$ cat src/rtl/mdh_pkg.sv
// Shared types, opcode constants and result codes for the MIPS decode and hazard stall unit.
`default_nettype none

package mdh_pkg;

	localparam logic [5:0] OPC_RTYPE = 6'h00;
	localparam logic [5:0] OPC_BLT   = 6'h01;
	localparam logic [5:0] OPC_J     = 6'h02;
	localparam logic [5:0] OPC_JAL   = 6'h03;
	localparam logic [5:0] OPC_BEQ   = 6'h04;
	localparam logic [5:0] OPC_BNE   = 6'h05;
	localparam logic [5:0] OPC_BGT   = 6'h07;
	localparam logic [5:0] OPC_ADDI  = 6'h08;
	localparam logic [5:0] OPC_ADDIU = 6'h09;
	localparam logic [5:0] OPC_SLTI  = 6'h0A;
	localparam logic [5:0] OPC_ANDI  = 6'h0C;
	localparam logic [5:0] OPC_LI    = 6'h0E;
	localparam logic [5:0] OPC_LUI   = 6'h0F;
	localparam logic [5:0] OPC_PRINT = 6'h10;
	localparam logic [5:0] OPC_LW    = 6'h23;
	localparam logic [5:0] OPC_SW    = 6'h2B;
	localparam logic [5:0] OPC_END   = 6'h3F;

	localparam logic [5:0] FN_ADD  = 6'h20;
	localparam logic [5:0] FN_SUB  = 6'h22;
	localparam logic [5:0] FN_MULT = 6'h18;
	localparam logic [5:0] FN_DIV  = 6'h1A;

	typedef enum logic [4:0] {
		CLS_NONE   = 5'd0,
		CLS_ADD    = 5'd1,
		CLS_SUB    = 5'd2,
		CLS_MULT   = 5'd3,
		CLS_DIV    = 5'd4,
		CLS_J      = 5'd5,
		CLS_JAL    = 5'd6,
		CLS_BEQ    = 5'd7,
		CLS_BNE    = 5'd8,
		CLS_ADDI   = 5'd9,
		CLS_ADDIU  = 5'd10,
		CLS_LUI    = 5'd11,
		CLS_ANDI   = 5'd12,
		CLS_SLTI   = 5'd13,
		CLS_LW     = 5'd14,
		CLS_SW     = 5'd15,
		CLS_LI     = 5'd16,
		CLS_PRINT  = 5'd17,
		CLS_END    = 5'd18,
		CLS_BGT    = 5'd19,
		CLS_BLT    = 5'd20,
		CLS_BUBBLE = 5'd21
	} op_class_t;

	typedef logic [4:0] reg_idx_t;

	typedef struct packed {
		op_class_t        op_class;
		reg_idx_t         src_reg;
		reg_idx_t         tgt_reg;
		reg_idx_t         dst_reg;
		logic signed [26:0] imm_value;
		logic             reads_src;
		logic             reads_tgt;
		logic             writes_dest;
		reg_idx_t         dest_idx;
	} dec_info_t;

endpackage

`default_nettype wire

$ cat src/rtl/mdh_if.sv
// Valid/ready channel interfaces for instruction requests and decoded results.
`default_nettype none

interface mdh_instr_if;
	logic        valid;
	logic        ready;
	logic [31:0] instr_word;

	modport source (output valid, output instr_word, input ready);
	modport sink (input valid, input instr_word, output ready);
endinterface

interface mdh_result_if;
	logic               valid;
	logic               ready;
	logic [4:0]         op_class;
	logic [4:0]         src_reg;
	logic [4:0]         tgt_reg;
	logic [4:0]         dst_reg;
	logic signed [26:0] imm_value;
	logic               stall_res;

	modport source (output valid, output op_class, output src_reg, output tgt_reg,
		output dst_reg, output imm_value, output stall_res, input ready);
	modport sink (input valid, input op_class, input src_reg, input tgt_reg,
		input dst_reg, input imm_value, input stall_res, output ready);
endinterface

`default_nettype wire

$ cat src/rtl/mdh_decode.sv
// Combinational instruction classifier and field extractor.
`default_nettype none

module mdh_decode (
	input  wire logic [31:0]        instr_word,
	output mdh_pkg::dec_info_t      dec
);

	logic [5:0]           opc;
	logic [5:0]           fn;
	mdh_pkg::op_class_t   cls;
	logic signed [26:0]   sext_imm;
	logic                 is_arith;
	logic                 is_itype;

	assign opc      = instr_word[31:26];
	assign fn       = instr_word[5:0];
	assign sext_imm = {{11{instr_word[15]}}, instr_word[15:0]};

	always_comb begin
		case (opc)
			mdh_pkg::OPC_RTYPE: begin
				case (fn)
					mdh_pkg::FN_ADD:  cls = mdh_pkg::CLS_ADD;
					mdh_pkg::FN_SUB:  cls = mdh_pkg::CLS_SUB;
					mdh_pkg::FN_MULT: cls = mdh_pkg::CLS_MULT;
					mdh_pkg::FN_DIV:  cls = mdh_pkg::CLS_DIV;
					default:          cls = mdh_pkg::CLS_NONE;
				endcase
			end
			mdh_pkg::OPC_J:     cls = mdh_pkg::CLS_J;
			mdh_pkg::OPC_JAL:   cls = mdh_pkg::CLS_JAL;
			mdh_pkg::OPC_BEQ:   cls = mdh_pkg::CLS_BEQ;
			mdh_pkg::OPC_BNE:   cls = mdh_pkg::CLS_BNE;
			mdh_pkg::OPC_ADDI:  cls = mdh_pkg::CLS_ADDI;
			mdh_pkg::OPC_ADDIU: cls = mdh_pkg::CLS_ADDIU;
			mdh_pkg::OPC_LUI:   cls = mdh_pkg::CLS_LUI;
			mdh_pkg::OPC_ANDI:  cls = mdh_pkg::CLS_ANDI;
			mdh_pkg::OPC_SLTI:  cls = mdh_pkg::CLS_SLTI;
			mdh_pkg::OPC_LW:    cls = mdh_pkg::CLS_LW;
			mdh_pkg::OPC_SW:    cls = mdh_pkg::CLS_SW;
			mdh_pkg::OPC_LI:    cls = mdh_pkg::CLS_LI;
			mdh_pkg::OPC_PRINT: cls = mdh_pkg::CLS_PRINT;
			mdh_pkg::OPC_END:   cls = mdh_pkg::CLS_END;
			mdh_pkg::OPC_BGT:   cls = mdh_pkg::CLS_BGT;
			mdh_pkg::OPC_BLT:   cls = mdh_pkg::CLS_BLT;
			default:            cls = mdh_pkg::CLS_NONE;
		endcase
	end

	assign is_arith = cls inside {mdh_pkg::CLS_ADD, mdh_pkg::CLS_SUB,
		mdh_pkg::CLS_MULT, mdh_pkg::CLS_DIV};
	assign is_itype = cls inside {mdh_pkg::CLS_ADDI, mdh_pkg::CLS_ADDIU,
		mdh_pkg::CLS_LI, mdh_pkg::CLS_LW, mdh_pkg::CLS_SW, mdh_pkg::CLS_BEQ,
		mdh_pkg::CLS_BNE, mdh_pkg::CLS_BGT, mdh_pkg::CLS_BLT, mdh_pkg::CLS_SLTI,
		mdh_pkg::CLS_LUI};

	always_comb begin
		dec           = '0;
		dec.op_class  = cls;
		if (is_arith) begin
			dec.src_reg = instr_word[25:21];
			dec.tgt_reg = instr_word[20:16];
			dec.dst_reg = instr_word[15:11];
		end else if (is_itype) begin
			dec.src_reg   = instr_word[25:21];
			dec.tgt_reg   = instr_word[20:16];
			dec.imm_value = sext_imm;
		end else if (cls == mdh_pkg::CLS_J) begin
			dec.imm_value = {1'b0, instr_word[25:0]};
		end else if (cls == mdh_pkg::CLS_PRINT) begin
			dec.tgt_reg   = instr_word[20:16];
			dec.imm_value = sext_imm;
		end

		// Arithmetic ops, branches and stores read both sources; addi, addiu, lw and slti read rs only; print reads rt.
		if (is_arith || (cls inside {mdh_pkg::CLS_BEQ, mdh_pkg::CLS_BNE,
				mdh_pkg::CLS_BGT, mdh_pkg::CLS_BLT, mdh_pkg::CLS_SW})) begin
			dec.reads_src = 1'b1;
			dec.reads_tgt = 1'b1;
		end else if (cls inside {mdh_pkg::CLS_ADDI, mdh_pkg::CLS_ADDIU,
				mdh_pkg::CLS_LW, mdh_pkg::CLS_SLTI}) begin
			dec.reads_src = 1'b1;
		end else if (cls == mdh_pkg::CLS_PRINT) begin
			dec.reads_tgt = 1'b1;
		end

		if (is_arith) begin
			dec.writes_dest = 1'b1;
			dec.dest_idx    = instr_word[15:11];
		end else if (cls inside {mdh_pkg::CLS_ADDI, mdh_pkg::CLS_ADDIU,
				mdh_pkg::CLS_LW, mdh_pkg::CLS_LI, mdh_pkg::CLS_LUI,
				mdh_pkg::CLS_SLTI}) begin
			dec.writes_dest = 1'b1;
			dec.dest_idx    = instr_word[20:16];
		end
	end

endmodule

`default_nettype wire

$ cat src/rtl/mdh_hazard.sv
// Destination history of the two previous instructions and read-after-write hazard check.
`default_nettype none

module mdh_hazard (
	input  wire logic               clk,
	input  wire logic               arst_n,
	input  wire mdh_pkg::dec_info_t dec,
	input  wire logic               advance,
	output logic                    stall
);

	logic [1:0]             hist_valid_q;
	mdh_pkg::reg_idx_t      hist_idx_q [2];
	logic [1:0]             hit_src;
	logic [1:0]             hit_tgt;

	always_comb begin
		for (int k = 0; k < 2; k++) begin
			hit_src[k] = hist_valid_q[k] && (hist_idx_q[k] != '0) &&
				(hist_idx_q[k] == dec.src_reg);
			hit_tgt[k] = hist_valid_q[k] && (hist_idx_q[k] != '0) &&
				(hist_idx_q[k] == dec.tgt_reg);
		end
	end

	assign stall = (dec.reads_src && (|hit_src)) || (dec.reads_tgt && (|hit_tgt));

	// A bubble enters the history with no destination.
	always_ff @(posedge clk or negedge arst_n) begin
		if (!arst_n) begin
			hist_valid_q  <= '0;
			hist_idx_q[0] <= '0;
			hist_idx_q[1] <= '0;
		end else if (advance) begin
			hist_valid_q  <= {hist_valid_q[0], dec.writes_dest && !stall};
			hist_idx_q[1] <= hist_idx_q[0];
			hist_idx_q[0] <= dec.dest_idx;
		end
	end

endmodule

`default_nettype wire

$ cat src/rtl/mips_decode_with_raw_hazard_stall_unit.sv
// Top level of the MIPS decode stage with read-after-write hazard stall.
// A request is registered in the input register on acceptance, and its result is
// registered in the output register when the input register advances.
// Throughput: one request per cycle while results are taken by the receiver.
// Reset: arst_n clears the pipeline valid flags and the destination history at once.
`default_nettype none

module mips_decode_with_raw_hazard_stall_unit (
	input  wire logic        clk,
	input  wire logic        arst_n,
	mdh_instr_if.sink        instr,
	mdh_result_if.source     result
);

	logic               valid_s1;
	logic [31:0]        instr_s1;
	logic               out_valid_q;
	mdh_pkg::dec_info_t dec;
	logic               stall;
	logic               advance;

	assign advance     = valid_s1 && (!out_valid_q || result.ready);
	assign instr.ready = !valid_s1 || advance;

	always_ff @(posedge clk or negedge arst_n) begin
		if (!arst_n) begin
			valid_s1 <= 1'b0;
		end else if (instr.ready) begin
			valid_s1 <= instr.valid;
		end
	end

	always_ff @(posedge clk) begin
		if (instr.valid && instr.ready) begin
			instr_s1 <= instr.instr_word;
		end
	end

	mdh_decode u_decode (
		.instr_word (instr_s1),
		.dec        (dec)
	);

	mdh_hazard u_hazard (
		.clk     (clk),
		.arst_n  (arst_n),
		.dec     (dec),
		.advance (advance),
		.stall   (stall)
	);

	always_ff @(posedge clk or negedge arst_n) begin
		if (!arst_n) begin
			out_valid_q <= 1'b0;
		end else if (advance) begin
			out_valid_q <= 1'b1;
		end else if (result.ready) begin
			out_valid_q <= 1'b0;
		end
	end

	always_ff @(posedge clk) begin
		if (advance) begin
			if (stall) begin
				result.op_class  <= mdh_pkg::CLS_BUBBLE;
				result.src_reg   <= '0;
				result.tgt_reg   <= '0;
				result.dst_reg   <= '0;
				result.imm_value <= '0;
				result.stall_res <= 1'b1;
			end else begin
				result.op_class  <= dec.op_class;
				result.src_reg   <= dec.src_reg;
				result.tgt_reg   <= dec.tgt_reg;
				result.dst_reg   <= dec.dst_reg;
				result.imm_value <= dec.imm_value;
				result.stall_res <= 1'b0;
			end
		end
	end

	assign result.valid = out_valid_q;

endmodule

`default_nettype wire

$ cat src/flat_wrapper.sv
// flat-port wrapper written by rule: the top's interface ports become plain ports
module mips_decode_with_raw_hazard_stall_unit_flat 
  (clk, arst_n, instr_valid, instr_instr_word, instr_ready, result_valid, result_op_class, result_src_reg, result_tgt_reg, result_dst_reg, result_imm_value, result_stall_res, result_ready);
  mdh_instr_if instr_i ();
  mdh_result_if result_i ();
  input  wire logic clk;
  input  wire logic arst_n;
  input wire logic [$bits(instr_i.valid)-1:0] instr_valid;
  input wire logic [$bits(instr_i.instr_word)-1:0] instr_instr_word;
  output wire logic [$bits(instr_i.ready)-1:0] instr_ready;
  output wire logic [$bits(result_i.valid)-1:0] result_valid;
  output wire logic [$bits(result_i.op_class)-1:0] result_op_class;
  output wire logic [$bits(result_i.src_reg)-1:0] result_src_reg;
  output wire logic [$bits(result_i.tgt_reg)-1:0] result_tgt_reg;
  output wire logic [$bits(result_i.dst_reg)-1:0] result_dst_reg;
  output wire logic [$bits(result_i.imm_value)-1:0] result_imm_value;
  output wire logic [$bits(result_i.stall_res)-1:0] result_stall_res;
  input wire logic [$bits(result_i.ready)-1:0] result_ready;
  assign instr_i.valid = instr_valid;
  assign instr_i.instr_word = instr_instr_word;
  assign instr_ready = instr_i.ready;
  assign result_valid = result_i.valid;
  assign result_op_class = result_i.op_class;
  assign result_src_reg = result_i.src_reg;
  assign result_tgt_reg = result_i.tgt_reg;
  assign result_dst_reg = result_i.dst_reg;
  assign result_imm_value = result_i.imm_value;
  assign result_stall_res = result_i.stall_res;
  assign result_i.ready = result_ready;
  mips_decode_with_raw_hazard_stall_unit u_core (.clk(clk), .arst_n(arst_n), .instr(instr_i), .result(result_i));
endmodule
$ cat config.mk
export PLATFORM = sky130hd
export DESIGN_NAME = mips_decode_with_raw_hazard_stall_unit_flat
export DESIGN_NICKNAME = d
export VERILOG_FILES = /design/src/rtl/mdh_pkg.sv /design/src/rtl/mdh_if.sv /design/src/rtl/mdh_decode.sv /design/src/rtl/mdh_hazard.sv /design/src/rtl/mips_decode_with_raw_hazard_stall_unit.sv /design/src/flat_wrapper.sv
export SDC_FILE = /design/constraint.sdc
export NUM_CORES = 1
export LEC_CHECK = 0
export BUFFER_PORTS_ARGS = -buffer_cell sky130_fd_sc_hd__buf_2
export CAP_MARGIN = 40
export CORE_ASPECT_RATIO = 0.75
export CORE_MARGIN = 5
export CORE_UTILIZATION = 48
export CTS_BUF_LIST = sky130_fd_sc_hd__clkbuf_8 sky130_fd_sc_hd__clkbuf_16
export CTS_CLUSTER_SIZE = 8
export DETAILED_ROUTE_END_ITERATION = 10
export GPL_TIMING_DRIVEN = 0
export MAX_ROUTING_LAYER = met4
export PLACE_DENSITY = 0.75
export SLEW_MARGIN = 20
export SYNTH_ARGS = -nofsm -noshare
export SYNTH_HDL_FRONTEND = slang
export SYNTH_SLANG_ARGS = --single-unit
$ cat constraint.sdc
create_clock -name clk -period 9.1 [get_ports clk]
set_input_delay 1.82 -clock clk [delete_from_list [all_inputs] [get_ports clk]]
set_output_delay 1.82 -clock clk [all_outputs]
set_load 0.01 [all_outputs]
**Word level (Yosys, flattened, before mapping)**

Cells that the tools add are included.

- Register bits after elaboration: 94
- Bits of input ports: 36

- Multiplexer cells: 19
- Reductions and logical operators: 31
- Bitwise operators: 1
- Equality and inequality tests: 41

Operators with widths:

| cell | number |
|---|---|
| $pmux 5 s17 | 1 |
| $mux 27 | 3 |
| $eq 6x4->1 const B | 6 |
| $eq 5x4->1 const B | 7 |
| $eq 6x6->1 const B | 5 |
| $eq 5x5->1 | 4 |
| $eq 5x5->1 const B | 4 |
| $mux 5 | 4 |
| $eq 6x3->1 const B | 3 |
| $eq 6x5->1 const B | 3 |
| $eq 5x3->1 const B | 3 |
| $reduce_bool 5->1 | 3 |
| $eq 6x2->1 const B | 2 |
| $mux 6 | 2 |
| $pmux 3 s4 | 1 |
| $logic_and 1x1->1 | 11 |
| $reduce_bool 11->1 | 1 |
| $eq 5x2->1 const B | 2 |
| $mux 10 | 1 |
| $reduce_bool 4->1 | 2 |
| $reduce_or 2->1 | 4 |
| $eq 6x1->1 const B | 1 |
| $logic_not 6->1 | 1 |
| $mux 1 | 6 |
| 7 further kinds | 12 |

**Longest topological paths before layout**

- Word-level depth: 15
- Gate-level depth with buffers: 13
- Depth with buffers taken out: 9

**Hierarchy**

Synthesis repeated with hierarchy kept, for this count alone.

- Cell total of the unflattened synthesis: 374
- Area, all modules: 4,764.6 sq um

Modules (own cells, without submodules):

| module | times used | area each (sq um) | seq. area each (sq um) | cells each |
|---|---|---|---|---|
| mips_decode_with_raw_hazard_stall_unit | 1 | 2,822.7 | 2,452.4 | 140 |
| mdh_decode | 1 | 1,217.4 | 0.0 | 174 |
| mdh_hazard | 1 | 724.4 | 300.3 | 60 |

**Least setup slack after synthesis**

Ideal clock, no wire load.

- Path type: input-to-reg
- From: input port result_ready
- To: register u_core.result.dst_reg[0], enable pin
- Arrival time: 3.740 ns
- Path slack: 4.930 ns
- Required time: 8.670 ns
- Stages on the path: 4
- Cell sequence: nand2b_1 -> nand2_1 -> inv_1 -> clkbuf_1

- Word-level cells in the longest chain between the ends: 2

Ends and longest elaborated chain:

| element | line | RTL |
|---|---|---|
| start, declared | flat_wrapper.sv:18 | `input wire logic [$bits(result_i.ready)-1:0] result_ready;` |
| $logic_or 1x1->1 | mips_decode_with_raw_hazard_stall_unit.sv:22 | `assign advance = valid_s1 && (!out_valid_q \|\| result.ready);` |
| $logic_and 1x1->1 | mips_decode_with_raw_hazard_stall_unit.sv:22 |  |
| named net u_core.advance | mips_decode_with_raw_hazard_stall_unit.sv:20 | `logic advance;` |
| end, declared | mdh_if.sv:24 | `output dst_reg, output imm_value, output stall_res, input ready);` |

The timed path passes the listed nets, and every way through them passes these cells.
A chain may end at the register's enable or synchronous reset.

**Final worst setup path**

- From: input port result_ready
- To: output port instr_ready

- Word-level cells in the longest chain between the ends: 3

Ends and longest elaborated chain:

| element | line | RTL |
|---|---|---|
| $logic_or 1x1->1 | mips_decode_with_raw_hazard_stall_unit.sv:22 |  |
| $logic_and 1x1->1 | mips_decode_with_raw_hazard_stall_unit.sv:22 |  |
| $logic_or 1x1->1 | mips_decode_with_raw_hazard_stall_unit.sv:23 | `assign instr.ready = !valid_s1 \|\| advance;` |
| end, declared | flat_wrapper.sv:10 | `output wire logic [$bits(instr_i.ready)-1:0] instr_ready;` |

Every way passes these cells.

==> summary by stage <==
Power and ir drop
Summed over all cells, the static leakage comes to 2.23 nW. The areal power density over the cells is 197 nW/µm². The power after layout is 0.00106 W.

The worst vdd rail ir drop is 0.145 mV.

Clock tree
The number of gates resized after CTS is 0. The clock passes through at most 2 buffers. The number of post-CTS setup repair buffers is 0. In this run, post-CTS hold repair placed 0 buffers. For the worst-skew pair, the clock arrives at the later sink with an insertion delay of 340 ps. The clock tree from TritonCTS is yes.

The cell at the root of the clock tree is clkbuf_16. The total number of clock tree sinks is 94. The H-tree was split into 3 levels. The number of clock buffers added by TritonCTS is 9. The clock-pin slew on the worst setup and hold paths is 60 ps.

Yosys
Synthesis produced 363 cells. For this run, the register share of the synthesized area comes to 60.6%. The post-synthesis instance area is 4540 µm². The net count after synthesis is 399.

The mean instance size in the synthesized netlist is 12.5 µm². In the synthesized netlist the async set-or-reset flop fraction comes to 14.9%. The yosys synthesis warning count is 0. In the synthesized netlist the dominant register cell turns out to be edfxtp_1. Counting flops and latches in the post-synthesis netlist gives 94. Yosys mapped a number of flops with a built-in enable equal to 80.

After synthesis, the netlist uses 60 different library cells.

Timing
The fraction of the cycle the final worst path needs is 44.8%. The worst pin sits at a relative slew slack of 49.0%. Setup repair after global routing left no endpoint under its margin. The maximum clock frequency is 245 MHz. For the final database, setup skew stands at 8.26 ps. For the final routed database, the setup TNS stands at 0 ps.

The final-report hold violation count is 0. The shortest clock period the worst path allows after layout is 4080 ps. The number of setup violations in the final report is 0. The total count of max-transition violations in the final report is 0.

The actual transition at the worst max-transition pin is 765 ps.

Global routing
The total track usage is 18.5%. The initial antenna violation count is 0. The via count of the first global-routing pass came to 3,092. The total grt overflow is 0. Entering global routing, the biggest net connects 58 pins. The first global-routing pass estimated 15,800 µm of wire.

Detailed routing
Summed over all layers, the routed wires come to 10,000 µm. The wire length per cell after detailed routing is 16.9 µm. The residual antenna-violating net count after detailed routing is 0. The per-cell via count in the routed design is 5.47. For this block, the initial DRC count from the detailed router was 246.

After detailed routing, the number of remaining DRC violations is 0. The pre-antenna-repair detailed-routing pass consisted of 5 iterations. The routed layout has 3,240 vias.

Floorplan
The floorplan step defined a core boundary enclosing 9160 µm². In this run the count of I/O pins placed on the die edge is 86. Row generation in the floorplan step produced 30 rows.

Once the floorplan was initialized, standard cells occupied 49.6% of the core. The vertical extent of the die is 94.2 µm. The floorplan step defined a die boundary enclosing 11,500 µm².

The floorplan step set the die width to 122 µm.

Finish
After the last flow step, the layout net total stands at 495. From synthesis to final layout, the design area changed by 18.9%. In the layout the commonest cells are buf_2 (88), edfxtp_1 (80), nand2_1 (42). The most frequent standard cell in the layout excluding fill and tap cells is buf_2. At the end of the flow the core is filled with cells to 58.9%. The repair_antennas step left the layout with diodes totalling 0. The share of layout cells above drive strength 1 is 34.3%. The finished cells cover 5400 µm². The largest registers in the layout are u_core.instr_s1 x32, u_core.result.imm_value x27, u_core.u_hazard.hist_idx_q x10.

The register with the most flip-flops in the layout has 32 of them. The register name with the most flops is u_core.instr_s1.

Place
In this run the tool buffered the top-level ports with 85 buffer cells. Once placement finished, the instance area stood at 5130 µm². Routability-driven placement finished with a final weighted congestion of 0.905. The post-detailed-placement half-perimeter wirelength is 7360 µm.

Run
Max-cap violations in this run came to 0.

Setup path
The critical path goes through buf_2 > nand3b_1 > buf_2. At the worst endpoint, the required time is 7280 ps. Across all register-to-register paths, the minimum setup slack is 5330 ps. The largest individual stage delay along the critical path comes from the cell nand3b_1. The largest fanout on the critical path is 3. The worst setup path is launched from a primary input. Data arrives at the worst endpoint at 2260 ps. The type of the worst setup path is primary input to output pin. The critical path contains buffers and inverters numbering 2 combined.

The cell family contributing the most delay on the critical path is buffers and inverters. The most numerous cell type found on the critical path is buf_2. The endpoint kind of the worst setup timing path is an output pin. For this run, the slowest stage of the critical path takes 180 ps.

Hold path
In this run the worst hold path is classified as flop to flop.

Status
The flow ran to the end, and the final reports show no timing, DRC or antenna violations.
==> worst register-to-register path, delay by kind of cell (launching register included) <==
kind | cells | cell delay, ps
AO/OA/AOI/OAI | 3 | 990
AND/OR/NAND/NOR | 6 | 1620
flip-flops | 1 | 500
buffers and inverters | 1 | 390
==> cells in the mapped netlist (all sizes together) (2+ instances only) <==
cell / count / area share (%)
a2111oi: 2 / 0.80
a21oi: 15 / 1.7
a31oi: 6 / 0.83
and2: 5 / 0.77
and2b: 4 / 0.74
and3: 5 / 0.72
buf: 9 / 1.8
clkbuf: 12 / 1.9
dfrtp: 14 / 7.7
edfxtp: 80 / 53
inv: 11 / 0.91
mux2: 4 / 0.99
nand2: 42 / 3.5
nand2b: 3 / 0.41
nand3: 11 / 1.3
nand4: 5 / 0.69
nor2: 16 / 1.3
nor3: 42 / 6.9
nor3b: 2 / 0.33
nor4: 11 / 1.7
o211a: 2 / 0.44
o21a: 4 / 0.66
o21ai: 7 / 0.77
o22ai: 2 / 0.28
or2: 4 / 0.55
or4: 4 / 0.66
xnor2: 10 / 1.9
xor2: 11 / 2.1
==> cell families (layout without fill, tap and decap cells) <==
kind of cell	after synthesis	in the layout	share of synthesized area [%]
and+or+nand+nor	161	161	21.0
DFF	94	94	60.6
xor gates and xnor gates	21	21	4.05
buffers and inverters	32	133	4.60
muxes	4	4	0.992
AOI/OAI and AO/OA	51	51	8.74
==> per-stage QoR <==
step	setup slack (ps)	std cells	hold WS [ps]
after global routing	4990	592	529
final	5020	592	498
after floorplan	4930	363	455
after detailed placement	5030	576	495
after global placement	4190	576	473
after CTS	5020	592	501
==> final cells by class <==
| class | instances | area, µm² |
|---|---|---|
| fillers | 773 | 3760 |
| flip-flops and latches | 94 | 2750 |
| multi-input cells | 237 | 1580 |
| repair buffers | 85 | 425 |
| clock buffers | 9 | 225 |
| plain buffers | 21 | 171 |
| well taps | 128 | 160 |
| clock inverters | 7 | 41.3 |
| inverters | 11 | 41.3 |
==> path summary, 6_finish.rpt <==
path                                           from                         endpoint  cells past startpoint
min in group asynchronous                    arst_n    u_core.u_hazard.hist_idx_q[5]                      1
worst min register to register      u_core.valid_s1              u_core.result.valid                      1
worst min-delay path                u_core.valid_s1              u_core.result.valid                      1
worst max register to register  u_core.instr_s1[28]      u_core.result.imm_value[25]                     10
worst max-delay path                   result_ready                      instr_ready                      3
max in group asynchronous                    arst_n  u_core.u_hazard.hist_valid_q[1]                      1
==> layer usage <==
metal	vias up	part of all wire, %	wire (µm)	global-route usage (%)
li1	1547	-	-	-
met5	-	0	0	-
met3	15	10	1010	5.96
met4	0	1.1	112	4.57
met2	153	43	4260	26.1
met1	1525	46	4640	26.1
==> power breakdown <==
part	switching [W]	internal (W)
combinational	0.0000985	0.0000717
sequential	0.0000356	0.000520
clock	0.000155	0.000182
total	0.000289	0.000774
(Power assumes the default switching activity.)
